[src/hdl/http_request_head_parser_unit_defines.svh]
// ----------------------------------------------------------------------------
// HTTP request head parser assertion macros
// Shared concurrent check forms, clocked and reset-qualified.
// ----------------------------------------------------------------------------
`ifndef HTTP_REQUEST_HEAD_PARSER_UNIT_DEFINES_SVH
`define HTTP_REQUEST_HEAD_PARSER_UNIT_DEFINES_SVH

// same-cycle implication
`define HRP_ASSERT_IMP(lbl, clk, rst_n, ante, cons) \
    lbl: assert property (@(posedge clk) disable iff (!(rst_n)) (ante) |-> (cons)) \
        else $error("hrp: check failed");

// next-cycle implication
`define HRP_ASSERT_NXT(lbl, clk, rst_n, ante, cons) \
    lbl: assert property (@(posedge clk) disable iff (!(rst_n)) (ante) |=> (cons)) \
        else $error("hrp: check failed");

`endif

[src/hdl/hrp_pkg.sv]
// ----------------------------------------------------------------------------
// HTTP request head parser package
// Status and role codes, character constants and shared types.
// ----------------------------------------------------------------------------
package hrp_pkg;

    localparam logic [1:0] ST_PENDING = 2'd0;
    localparam logic [1:0] ST_GOOD    = 2'd1;
    localparam logic [1:0] ST_BAD     = 2'd2;

    localparam logic [2:0] ROLE_SYNTAX     = 3'd0;
    localparam logic [2:0] ROLE_METHOD     = 3'd1;
    localparam logic [2:0] ROLE_URI        = 3'd2;
    localparam logic [2:0] ROLE_NAME_FIRST = 3'd3;
    localparam logic [2:0] ROLE_NAME       = 3'd4;
    localparam logic [2:0] ROLE_VALUE      = 3'd5;

    localparam logic [7:0] C_DIGIT_BASE = 8'h30;
    localparam logic [7:0] C_DIGIT_LAST = 8'h39;
    localparam logic [7:0] C_CTRL_MAX   = 8'd31;
    localparam logic [7:0] C_DEL        = 8'd127;

    localparam logic [7:0] CH_TAB   = 8'h09;
    localparam logic [7:0] CH_LF    = 8'h0A;
    localparam logic [7:0] CH_CR    = 8'h0D;
    localparam logic [7:0] CH_SP    = 8'h20;
    localparam logic [7:0] CH_DOT   = 8'h2E;
    localparam logic [7:0] CH_SLASH = 8'h2F;
    localparam logic [7:0] CH_COLON = 8'h3A;
    localparam logic [7:0] CH_H     = 8'h48;
    localparam logic [7:0] CH_P     = 8'h50;
    localparam logic [7:0] CH_T     = 8'h54;

    typedef struct packed {
        logic is_ctrl;
        logic is_token;
        logic is_digit;
        logic is_blank;
    } t_char_class;

    typedef struct packed {
        logic [1:0] status;
        logic [2:0] byte_role;
        logic [7:0] major_version;
        logic [7:0] minor_version;
    } t_result;

    // acc*10 + digit, saturated at 255
    function automatic logic [7:0] f_dec_acc(logic [7:0] acc, logic [3:0] digit);
        logic [11:0] v;
        v = {1'b0, acc, 3'b000} + {3'b000, acc, 1'b0} + {8'h00, digit};
        return (v > 12'd255) ? 8'hFF : v[7:0];
    endfunction

endpackage

[src/hdl/hrp_if.sv]
// ----------------------------------------------------------------------------
// HTTP request head parser channels
// Valid/ready channels for request bytes and parse results.
// ----------------------------------------------------------------------------
interface hrp_in_if;
    logic       valid;
    logic       ready;
    logic [7:0] byte_in;
    logic       restart;

    modport source (output valid, output byte_in, output restart, input ready);
    modport sink   (input valid, input byte_in, input restart, output ready);
endinterface

interface hrp_out_if;
    logic       valid;
    logic       ready;
    logic [1:0] status;
    logic [2:0] byte_role;
    logic [7:0] echo_byte;
    logic [7:0] major_version;
    logic [7:0] minor_version;

    modport source (output valid, output status, output byte_role, output echo_byte,
                    output major_version, output minor_version, input ready);
    modport sink   (input valid, input status, input byte_role, input echo_byte,
                    input major_version, input minor_version, output ready);
endinterface

[src/hdl/hrp_classify.sv]
// ----------------------------------------------------------------------------
// HTTP request head parser character classifier
// Control, token, digit and blank tests on one byte.
// ----------------------------------------------------------------------------
module hrp_classify
    import hrp_pkg::*;
(
    input  logic [7:0]  i_byte,
    output t_char_class o_cls
);

    logic w_sep;

    always_comb begin
        case (i_byte)
            8'h28, 8'h29, 8'h3C, 8'h3E, 8'h40,
            8'h2C, 8'h3B, CH_COLON, 8'h5C, 8'h22,
            CH_SLASH, 8'h5B, 8'h5D, 8'h3F, 8'h3D,
            8'h7B, 8'h7D, CH_SP, CH_TAB: begin
                w_sep = 1'b1;
            end
            default: begin
                w_sep = 1'b0;
            end
        endcase
    end

    always_comb begin
        o_cls.is_ctrl  = (i_byte <= C_CTRL_MAX) || (i_byte == C_DEL);
        o_cls.is_token = (i_byte <= C_DEL) && !o_cls.is_ctrl && !w_sep;
        o_cls.is_digit = (i_byte >= C_DIGIT_BASE) && (i_byte <= C_DIGIT_LAST);
        o_cls.is_blank = (i_byte == CH_SP) || (i_byte == CH_TAB);
    end

endmodule

[src/hdl/hrp_fsm.sv]
// ----------------------------------------------------------------------------
// HTTP request head parser state machine
// Parse phase, header flag and version accumulators; per-beat result.
// ----------------------------------------------------------------------------
`include "http_request_head_parser_unit_defines.svh"

module hrp_fsm
    import hrp_pkg::*;
(
    input  logic        i_clk,
    input  logic        i_rst_n,
    input  logic        i_accept,
    input  logic        i_restart,
    input  logic [7:0]  i_byte,
    input  t_char_class i_cls,
    input  logic        i_skip_uri,
    output t_result     o_res
);

    typedef enum logic [4:0] {
        P_START   = 5'd0,
        P_METHOD  = 5'd1,
        P_URI     = 5'd2,
        P_H       = 5'd3,
        P_T1      = 5'd4,
        P_T2      = 5'd5,
        P_P       = 5'd6,
        P_SLASH   = 5'd7,
        P_MAJOR   = 5'd8,
        P_MINOR   = 5'd9,
        P_FIRSTLF = 5'd10,
        P_LINEBEG = 5'd11,
        P_NAME    = 5'd12,
        P_VALUE   = 5'd13,
        P_LWS     = 5'd14,
        P_SPACE   = 5'd15,
        P_LF      = 5'd16,
        P_ENDLF   = 5'd17,
        P_DONE    = 5'd18
    } t_phase;

    t_phase     r_phase, n_phase, w_phase;
    logic       r_seen_header, n_seen_header, w_seen_header;
    logic [7:0] r_major, n_major, w_major;
    logic [7:0] r_minor, n_minor, w_minor;
    logic [1:0] w_status;
    logic [2:0] w_role;

    always_comb begin
        w_phase       = i_restart ? P_START : r_phase;
        w_seen_header = i_restart ? 1'b0 : r_seen_header;
        w_major       = i_restart ? 8'h00 : r_major;
        w_minor       = i_restart ? 8'h00 : r_minor;

        n_phase       = w_phase;
        n_seen_header = w_seen_header;
        n_major       = w_major;
        n_minor       = w_minor;
        w_status      = ST_PENDING;
        w_role        = ROLE_SYNTAX;

        case (w_phase)
            P_START: begin
                if (!i_cls.is_token) begin
                    w_status = ST_BAD;
                end else begin
                    w_role  = ROLE_METHOD;
                    n_phase = P_METHOD;
                end
            end
            P_METHOD: begin
                if (i_byte == CH_SP) begin
                    n_phase = i_skip_uri ? P_H : P_URI;
                end else if (!i_cls.is_token) begin
                    w_status = ST_BAD;
                end else begin
                    w_role = ROLE_METHOD;
                end
            end
            P_URI: begin
                if (i_byte == CH_SP) begin
                    n_phase = P_H;
                end else if (i_cls.is_ctrl) begin
                    w_status = ST_BAD;
                end else begin
                    w_role = ROLE_URI;
                end
            end
            P_H: begin
                if (i_byte == CH_H) n_phase = P_T1;
                else w_status = ST_BAD;
            end
            P_T1: begin
                if (i_byte == CH_T) n_phase = P_T2;
                else w_status = ST_BAD;
            end
            P_T2: begin
                if (i_byte == CH_T) n_phase = P_P;
                else w_status = ST_BAD;
            end
            P_P: begin
                if (i_byte == CH_P) n_phase = P_SLASH;
                else w_status = ST_BAD;
            end
            P_SLASH: begin
                if (i_byte == CH_SLASH) n_phase = P_MAJOR;
                else w_status = ST_BAD;
            end
            P_MAJOR: begin
                if (i_byte == CH_DOT) begin
                    n_phase = P_MINOR;
                end else if (i_cls.is_digit) begin
                    n_major = f_dec_acc(w_major, i_byte[3:0]);
                end else begin
                    w_status = ST_BAD;
                end
            end
            P_MINOR: begin
                if (i_byte == CH_CR) begin
                    n_phase = P_FIRSTLF;
                end else if (i_cls.is_digit) begin
                    n_minor = f_dec_acc(w_minor, i_byte[3:0]);
                end else begin
                    w_status = ST_BAD;
                end
            end
            P_FIRSTLF: begin
                if (i_byte == CH_LF) n_phase = P_LINEBEG;
                else w_status = ST_BAD;
            end
            P_LINEBEG: begin
                if (i_byte == CH_CR) begin
                    n_phase = P_ENDLF;
                end else if (w_seen_header && i_cls.is_blank) begin
                    n_phase = P_LWS;
                end else if (!i_cls.is_token) begin
                    w_status = ST_BAD;
                end else begin
                    n_seen_header = 1'b1;
                    w_role        = ROLE_NAME_FIRST;
                    n_phase       = P_NAME;
                end
            end
            P_LWS: begin
                if (i_byte == CH_CR) begin
                    n_phase = P_LF;
                end else if (i_cls.is_blank) begin
                    n_phase = P_LWS;
                end else if (i_cls.is_ctrl) begin
                    w_status = ST_BAD;
                end else begin
                    w_role  = ROLE_VALUE;
                    n_phase = P_VALUE;
                end
            end
            P_NAME: begin
                if (i_byte == CH_COLON) begin
                    n_phase = P_SPACE;
                end else if (!i_cls.is_token) begin
                    w_status = ST_BAD;
                end else begin
                    w_role = ROLE_NAME;
                end
            end
            P_SPACE: begin
                if (i_byte == CH_SP) n_phase = P_VALUE;
                else w_status = ST_BAD;
            end
            P_VALUE: begin
                if (i_byte == CH_CR) begin
                    n_phase = P_LF;
                end else if (i_cls.is_ctrl) begin
                    w_status = ST_BAD;
                end else begin
                    w_role = ROLE_VALUE;
                end
            end
            P_LF: begin
                if (i_byte == CH_LF) n_phase = P_LINEBEG;
                else w_status = ST_BAD;
            end
            P_ENDLF: begin
                if (i_byte == CH_LF) begin
                    w_status = ST_GOOD;
                    n_phase  = P_DONE;
                end else begin
                    w_status = ST_BAD;
                end
            end
            default: begin
                w_status = ST_BAD;
            end
        endcase

        // bad beat: keep state as it was
        if (w_status == ST_BAD) begin
            w_role        = ROLE_SYNTAX;
            n_phase       = w_phase;
            n_seen_header = w_seen_header;
            n_major       = w_major;
            n_minor       = w_minor;
        end

        o_res.status        = w_status;
        o_res.byte_role     = w_role;
        o_res.major_version = n_major;
        o_res.minor_version = n_minor;
    end

    always_ff @(posedge i_clk) begin
        if (!i_rst_n) begin
            r_phase       <= P_START;
            r_seen_header <= 1'b0;
            r_major       <= 8'h00;
            r_minor       <= 8'h00;
        end else if (i_accept) begin
            r_phase       <= n_phase;
            r_seen_header <= n_seen_header;
            r_major       <= n_major;
            r_minor       <= n_minor;
        end
    end

    `HRP_ASSERT_NXT(a_good_enters_done, i_clk, i_rst_n, i_accept && (o_res.status == ST_GOOD), r_phase == P_DONE)
    `HRP_ASSERT_NXT(a_bad_holds_state, i_clk, i_rst_n, i_accept && !i_restart && (o_res.status == ST_BAD), $stable(r_phase) && $stable(r_major) && $stable(r_minor))
    `HRP_ASSERT_IMP(a_name_needs_flag, i_clk, i_rst_n, r_phase == P_NAME, r_seen_header)

endmodule

[src/hdl/http_request_head_parser_unit.sv]
// ----------------------------------------------------------------------------
// HTTP request head parser unit
// Byte-at-a-time parse of an HTTP/1.x request line and header block.
// ----------------------------------------------------------------------------
// Usage:
//   i_req carries one request byte per beat plus a restart flag that clears
//   the parse state before that byte. o_res returns one beat per input beat:
//   status (pending, head complete, bad byte), the byte's role, the byte
//   itself and the running major/minor version numbers.
//   i_cfg_we/i_cfg_wdata write skip_uri; write it only while the unit is idle.
//   The result beat is registered and appears in the cycle after its input
//   beat is accepted. Throughput is one byte per cycle while the receiver
//   takes each result: the phase update and the result are one short decode
//   between the parse state registers and the result register.
//   Reset (synchronous, active low) returns the parser to the start of a
//   method, clears the versions and skip_uri, and empties the result register.
//   When the receiver stalls, the result beat holds and i_req.ready drops
//   until it is taken; a beat is accepted in the same cycle the held result
//   leaves.
// ----------------------------------------------------------------------------
`include "http_request_head_parser_unit_defines.svh"

module http_request_head_parser_unit
    import hrp_pkg::*;
(
    input  logic       i_clk,
    input  logic       i_rst_n,
    input  logic       i_cfg_we,
    input  logic       i_cfg_wdata,
    hrp_in_if.sink     i_req,
    hrp_out_if.source  o_res
);

    t_char_class w_cls;
    t_result     w_res;
    logic        w_accept;
    logic        r_skip_uri;
    logic        r_out_valid;
    t_result     r_res;
    logic [7:0]  r_echo;

    assign i_req.ready = !r_out_valid || o_res.ready;
    assign w_accept    = i_req.valid && i_req.ready;

    hrp_classify u_classify (
        .i_byte (i_req.byte_in),
        .o_cls  (w_cls)
    );

    hrp_fsm u_fsm (
        .i_clk      (i_clk),
        .i_rst_n    (i_rst_n),
        .i_accept   (w_accept),
        .i_restart  (i_req.restart),
        .i_byte     (i_req.byte_in),
        .i_cls      (w_cls),
        .i_skip_uri (r_skip_uri),
        .o_res      (w_res)
    );

    always_ff @(posedge i_clk) begin
        if (!i_rst_n) begin
            r_skip_uri <= 1'b0;
        end else if (i_cfg_we) begin
            r_skip_uri <= i_cfg_wdata;
        end
    end

    always_ff @(posedge i_clk) begin
        if (!i_rst_n) begin
            r_out_valid <= 1'b0;
        end else if (w_accept) begin
            r_out_valid <= 1'b1;
        end else if (o_res.ready) begin
            r_out_valid <= 1'b0;
        end
    end

    always_ff @(posedge i_clk) begin
        if (w_accept) begin
            r_res  <= w_res;
            r_echo <= i_req.byte_in;
        end
    end

    assign o_res.valid         = r_out_valid;
    assign o_res.status        = r_res.status;
    assign o_res.byte_role     = r_res.byte_role;
    assign o_res.echo_byte     = r_echo;
    assign o_res.major_version = r_res.major_version;
    assign o_res.minor_version = r_res.minor_version;

    `HRP_ASSERT_NXT(a_accept_fills_out, i_clk, i_rst_n, w_accept, r_out_valid)
    `HRP_ASSERT_IMP(a_bad_has_no_role, i_clk, i_rst_n, r_out_valid && (r_res.status == ST_BAD), r_res.byte_role == ROLE_SYNTAX)
    `HRP_ASSERT_NXT(a_stall_holds_beat, i_clk, i_rst_n, r_out_valid && !o_res.ready, r_out_valid && $stable(r_res) && $stable(r_echo))

endmodule

[src/flat_wrapper.sv]
// flat-port wrapper written by rule: the top's interface ports become plain ports
module http_request_head_parser_unit_flat import hrp_pkg::*;
  (i_clk, i_rst_n, i_cfg_we, i_cfg_wdata, i_req_valid, i_req_byte_in, i_req_restart, i_req_ready, o_res_valid, o_res_status, o_res_byte_role, o_res_echo_byte, o_res_major_version, o_res_minor_version, o_res_ready);
  hrp_in_if i_req_i ();
  hrp_out_if o_res_i ();
  input  logic i_clk;
  input  logic i_rst_n;
  input  logic i_cfg_we;
  input  logic i_cfg_wdata;
  input wire logic [$bits(i_req_i.valid)-1:0] i_req_valid;
  input wire logic [$bits(i_req_i.byte_in)-1:0] i_req_byte_in;
  input wire logic [$bits(i_req_i.restart)-1:0] i_req_restart;
  output wire logic [$bits(i_req_i.ready)-1:0] i_req_ready;
  output wire logic [$bits(o_res_i.valid)-1:0] o_res_valid;
  output wire logic [$bits(o_res_i.status)-1:0] o_res_status;
  output wire logic [$bits(o_res_i.byte_role)-1:0] o_res_byte_role;
  output wire logic [$bits(o_res_i.echo_byte)-1:0] o_res_echo_byte;
  output wire logic [$bits(o_res_i.major_version)-1:0] o_res_major_version;
  output wire logic [$bits(o_res_i.minor_version)-1:0] o_res_minor_version;
  input wire logic [$bits(o_res_i.ready)-1:0] o_res_ready;
  assign i_req_i.valid = i_req_valid;
  assign i_req_i.byte_in = i_req_byte_in;
  assign i_req_i.restart = i_req_restart;
  assign i_req_ready = i_req_i.ready;
  assign o_res_valid = o_res_i.valid;
  assign o_res_status = o_res_i.status;
  assign o_res_byte_role = o_res_i.byte_role;
  assign o_res_echo_byte = o_res_i.echo_byte;
  assign o_res_major_version = o_res_i.major_version;
  assign o_res_minor_version = o_res_i.minor_version;
  assign o_res_i.ready = o_res_ready;
  http_request_head_parser_unit u_core (.i_clk(i_clk), .i_rst_n(i_rst_n), .i_cfg_we(i_cfg_we), .i_cfg_wdata(i_cfg_wdata), .i_req(i_req_i), .o_res(o_res_i));
endmodule
[config.mk]
export PLATFORM = sky130hd
export DESIGN_NAME = http_request_head_parser_unit_flat
export DESIGN_NICKNAME = d
export VERILOG_FILES = /design/src/hdl/hrp_pkg.sv /design/src/hdl/hrp_if.sv /design/src/hdl/hrp_classify.sv /design/src/hdl/hrp_fsm.sv /design/src/hdl/http_request_head_parser_unit.sv /design/src/flat_wrapper.sv
export VERILOG_INCLUDE_DIRS = /design/src /design/src/hdl
export SDC_FILE = /design/constraint.sdc
export NUM_CORES = 1
export LEC_CHECK = 0
export BUFFER_PORTS_ARGS = -buffer_cell sky130_fd_sc_hd__buf_2
export CORE_MARGIN = 1.5
export CORE_UTILIZATION = 40
export CTS_BUF_LIST = sky130_fd_sc_hd__clkbuf_8
export DETAILED_ROUTE_END_ITERATION = 16
export GPL_ROUTABILITY_DRIVEN = 0
export GPL_TIMING_DRIVEN = 0
export SETUP_SLACK_MARGIN = 0.2
export SYNTH_ARGS = -nofsm -noshare
export SYNTH_HDL_FRONTEND = slang
export SYNTH_HIERARCHICAL = 1
export SYNTH_SLANG_ARGS = --single-unit
[constraint.sdc]
create_clock -name i_clk -period 11.4 [get_ports i_clk]
set_input_delay 2.28 -clock i_clk [delete_from_list [all_inputs] [get_ports i_clk]]
set_output_delay 2.28 -clock i_clk [all_outputs]
set_load 0.05 [all_outputs]
==> flow_results.org <==
** Run status
- The flow ran to the end, and the final reports show no timing, DRC or antenna violations.

** Power and ir drop
- Sw frac :: 0.315
- Comb pwr share :: 0.204
- The internal power of the cells totals 279 uW.
- Peak supply drop :: 0.0000482 V
- Of the total power, registers draw 0.516.
- For this design the total switching power over the nets is 128 uW.
- Clock power frac :: 0.280
- In this run the static leakage power is 1.95 nW.
- Total power divided by cell area :: 81.1 mW/mm^2

** Detailed routing
- Count of nets left with antenna violations after detail routing :: 0
- Average wire length per cell after detail routing :: 18.5 microns
- DRC violation total after the first TritonRoute iteration :: 394
- Wires add up to 13.1 mm.
- First-pass DRT Iterations :: 7
- DRC :: 0
- DR vias/cell :: 6.24
- The detailed router placed 4426 vias in this run.

** Synth
- Ranked by instance count, the synthesized netlist is headed by sky130_fd_sc_hd__nor2_1, sky130_fd_sc_hd__nand2_1, sky130_fd_sc_hd__ha_1.
- Synthesis instantiated 88 different standard cells from the library.
- Of the post-synthesis cell area, the dominant cell type holds 0.193.
- Net count after synthesis :: 563
- Average cell area after synthesis :: 8.76 sq um
- Post-synthesis cell type with the largest combined area :: sky130_fd_sc_hd__edfxtp_1
- Sequential fraction of the synthesis area :: 0.299
- Ys async rst share :: 0
- Ranked by total cell area, the synthesized netlist is headed by sky130_fd_sc_hd__edfxtp_1, sky130_fd_sc_hd__dfxtp_1, sky130_fd_sc_hd__ha_1.
- Yosys instantiated no cell more often than sky130_fd_sc_hd__nor2_1.
- Cell area after synthesis :: 0.00452 sq mm
- In this run, synthesis inferred 29 flip-flops with an integrated enable.
- Synth warn :: 6
- Cell count after synthesis :: 516
- Most used DFF post-synth :: sky130_fd_sc_hd__edfxtp_1
- FF+latch count, synth :: 53

** STA
- The max-slew violation count came to 0.
- Setup repair after global routing left no endpoint under its margin.
- Fmax achieved :: 149 MHz
- Transition at the pin with the smallest max-transition slack :: 1.13 ns
- Ratio of final minimum period to clock period :: 0.589
- Worst hold margin :: 0.466 ns
- The clock period could shrink to 6.71 ns.
- Hold violation count in the final report :: 0
- Slew margin rel. :: 0.235
- Max Clock Skew :: 0.00790 ns
- In the final timing run, aggregate negative setup slack is 0 ns.
- Setup violations remaining at the end of the flow were counted as 0.

** Global routing
- Final global-route overflow total :: 0
- The first global-routing pass estimated 21.2 mm of wire.
- Total routing usage reported by global routing :: 0.229
- Pin count of the biggest net entering global routing :: 38
- The number of global-route vias before repair came to 4192.
- The initial antenna violation count came to 0.

** Hold path
- Hold path startpoint :: u_core/u_fsm/r_minor[7]$_SDFFE_PN0P_
- For hold timing, the worst endpoint is u_core/u_fsm/r_minor[7]$_SDFFE_PN0P_.
- The worst hold path belongs to the class reg -> reg.
- Along the worst hold path, the cell count comes to 1.

** Clocking
- At the later pin of the worst-skew pair, clock insertion delay measures 0.32 ns.
- Post-CTS setup buffer count :: 0
- Once the clock tree was built, the resizer swapped 0 gates to a different size.
- In this run the clock root is driven by a sky130_fd_sc_hd__clkbuf_8.
- The H-tree was split into 2 levels.
- For this design, the CTS-stage hold fixing added 0 buffers.
- The clock passes through at most 2 buffers.
- After clock tree synthesis, the clock-pin slew on the worst setup and hold paths is 0.10 ns.
- In this run, CTS created clock tree buffers numbering 5.
- TritonCTS built the clock tree.
- Counting every sink on the clock net gives 53.

** Die
- CORE AREA :: 0.0109 sq mm
- The die covers 0.0119 sq mm.
- From bottom edge to top edge, the die measures 109 microns.
- Standard-cell rows :: 38
- For this configuration, the core starts out at a cell density of 0.413.
- In this run the count of I/O pins placed on the die edge is 46.
- In this run the horizontal extent of the chip is 109 microns.

** Run
- Max Cap Viol :: 0

** Final layout
- From synthesis to final layout, the design area changed by 10.9%.
- The multi-input combinational cells in the finished layout cover a total of 0.00292 sq mm.
- The layout has 1116 filler cells.
- In the final layout, the share of cells above drive strength 1 is 0.158.
- In the final design database the tool counted 615 nets.
- The number of antenna diodes in the final layout is 0.
- Final Instance Area :: 0.00501 sq mm
- FF+latch area :: 0.00135 sq mm

** Setup path
- STA classifies the critical path startpoint as an input pin.
- STA classifies the critical path endpoint as a register.
- Worst reg2reg path startpoint :: u_core/u_fsm/r_major[0]$_SDFFE_PN0P_
- The number of cells on the worst reg-to-reg path is 11.
- The worst setup path is of the in -> reg kind.
- The endpoint identified for the worst register-to-register timing path is u_core/o_res.major_version[5]$_DFFE_PP_.
- The setup check on the worst reg-to-reg path leaves a slack of 7.66 ns.
- Largest fanout on the critical path :: 10
- Data on the critical path is required at its endpoint by 11.43 ns.
- Data on the critical path arrives at its endpoint at 6.74 ns.

** Placement
- During placement, the flow inserted port buffers numbering 45.
- Standard cell area after detailed placement :: 0.00492 sq mm
- Summed over all nets, the half-perimeter wirelength after detailed placement is 9.53 mm.
## worst max-delay path: stages
cell	delay, ns
sky130_fd_sc_hd__buf_2	0.14
sky130_fd_sc_hd__clkbuf_1	0.51
sky130_fd_sc_hd__clkbuf_1	0.49
sky130_fd_sc_hd__clkbuf_1	0.44
sky130_fd_sc_hd__nor2b_1	0.19
sky130_fd_sc_hd__ha_1	0.32
sky130_fd_sc_hd__ha_1	0.17
sky130_fd_sc_hd__inv_1	0.06
sky130_fd_sc_hd__fa_1	0.39
sky130_fd_sc_hd__nand2b_1	0.18
sky130_fd_sc_hd__a21oi_1	0.31
sky130_fd_sc_hd__o31a_1	0.18
sky130_fd_sc_hd__a21oi_1	0.11
sky130_fd_sc_hd__nor3_1	0.74
sky130_fd_sc_hd__a31oi_1	0.23
## cell families (layout without fill, tap and decap cells)
kind of cell | count (synthesis) | count (layout) | share of synthesized area
mux | 2 | 2 | 0.00471
simple gates | 219 | 219 | 0.288
fa+ha+maj | 32 | 32 | 0.0919
compound gates | 145 | 145 | 0.239
buf+inv | 53 | 106 | 0.0542
xor+xnor | 12 | 12 | 0.0232
flops | 53 | 53 | 0.299
## cell type report
class                   instances  area share
plain buffers                  31      0.0324
flip-flops and latches         53       0.269
inverters                      22      0.0165
multi-input cells             410       0.583
well taps                     140      0.0349
clock inverters                 2     0.00225
repair buffers                 45      0.0449
clock buffers                   6      0.0165
## sequential cells by signal (all words and copies together), names as in the netlist
register and count:
u_core/o_res.minor_version 8, u_core/o_res.byte_role 3, u_core/r_skip_uri 1, u_core/o_res.major_version 8, u_core/o_res.echo_byte 8, u_core/o_res.valid 1
u_core/u_fsm/r_minor 8, u_core/u_fsm/r_major 8, u_core/u_fsm/r_seen_header 1, u_core/u_fsm/r_phase 5, u_core/o_res.status 2
## worst max-delay path by stage
stage,startpoint,end,slack [ns],depth (start not counted)
detailed placement,i_req_restart,u_core/o_res.major_version[5]$_DFFE_PP_,4.40,15
CTS,i_req_restart,u_core/o_res.major_version[5]$_DFFE_PP_,4.74,15
global route,i_req_restart,u_core/o_res.major_version[5]$_DFFE_PP_,4.33,15
floorplan,i_req_restart,u_core/o_res.major_version[1]$_DFFE_PP_,5.79,14
finish,i_req_restart,u_core/o_res.major_version[5]$_DFFE_PP_,4.69,15
global placement,i_req_restart,u_core/o_res.major_version[6]$_DFFE_PP_,4.52,15
## per-stage QoR
| stage | util | setup WS, ns | std cells | power, mW |
|---|---|---|---|---|
| global route | 0.459 | 4.33 | 709 | 0.425 |
| CTS | 0.459 | 4.74 | 709 | 0.412 |
| floorplan | - | 5.79 | 516 | 0.272 |
| global placement | 0.450 | 4.52 | 701 | 0.295 |
| finish | 0.459 | 4.69 | 709 | 0.407 |
| detailed placement | 0.450 | 4.40 | 701 | 0.296 |
## power groups by stage
stage	combinational [mW]	clock (mW)	sequential [mW]
floorplan	0.0385	0	0.234
global placement	0.0812	0	0.214
detailed placement	0.0815	0	0.214
CTS	0.0819	0.120	0.210
global route	0.0877	0.126	0.210
finish	0.0830	0.114	0.210
## routing by layer
metal / wire, microns / GRT usage
met2: 6130 / 0.377
met5: 0 / 0
met3: 998 / 0.0356
met4: 522 / 0.112
met1: 5490 / 0.291
## cell usage in the layout, fill, tap and decap left out, types with 4 or more instances in the layout
| master | instances |
|---|---|
| sky130_fd_sc_hd__nand2b_1 | 9 |
| sky130_fd_sc_hd__nand2_1 | 36 |
| sky130_fd_sc_hd__edfxtp_1 | 29 |
| sky130_fd_sc_hd__a21o_1 | 5 |
| sky130_fd_sc_hd__nor2b_1 | 24 |
| sky130_fd_sc_hd__buf_2 | 51 |
| sky130_fd_sc_hd__nand3_1 | 20 |
| sky130_fd_sc_hd__clkbuf_1 | 16 |
| sky130_fd_sc_hd__nor4b_1 | 4 |
| sky130_fd_sc_hd__nor2_1 | 39 |
| sky130_fd_sc_hd__o211ai_1 | 13 |
| sky130_fd_sc_hd__a311o_1 | 4 |
| sky130_fd_sc_hd__xor2_1 | 5 |
| sky130_fd_sc_hd__ha_1 | 30 |
| sky130_fd_sc_hd__a211oi_1 | 10 |
| sky130_fd_sc_hd__xnor2_1 | 7 |
| sky130_fd_sc_hd__clkbuf_8 | 6 |
| sky130_fd_sc_hd__dfxtp_1 | 24 |
| sky130_fd_sc_hd__and3_1 | 6 |
| sky130_fd_sc_hd__nand4_1 | 10 |
| sky130_fd_sc_hd__o2bb2ai_1 | 8 |
| sky130_fd_sc_hd__a31oi_1 | 16 |
| sky130_fd_sc_hd__nor4_2 | 4 |
| sky130_fd_sc_hd__buf_4 | 4 |
| sky130_fd_sc_hd__nor4_1 | 6 |
| sky130_fd_sc_hd__o21ai_0 | 18 |
| sky130_fd_sc_hd__inv_1 | 23 |
| sky130_fd_sc_hd__a21oi_1 | 23 |
| sky130_fd_sc_hd__nor3_1 | 23 |
(Power assumes the default switching activity.)
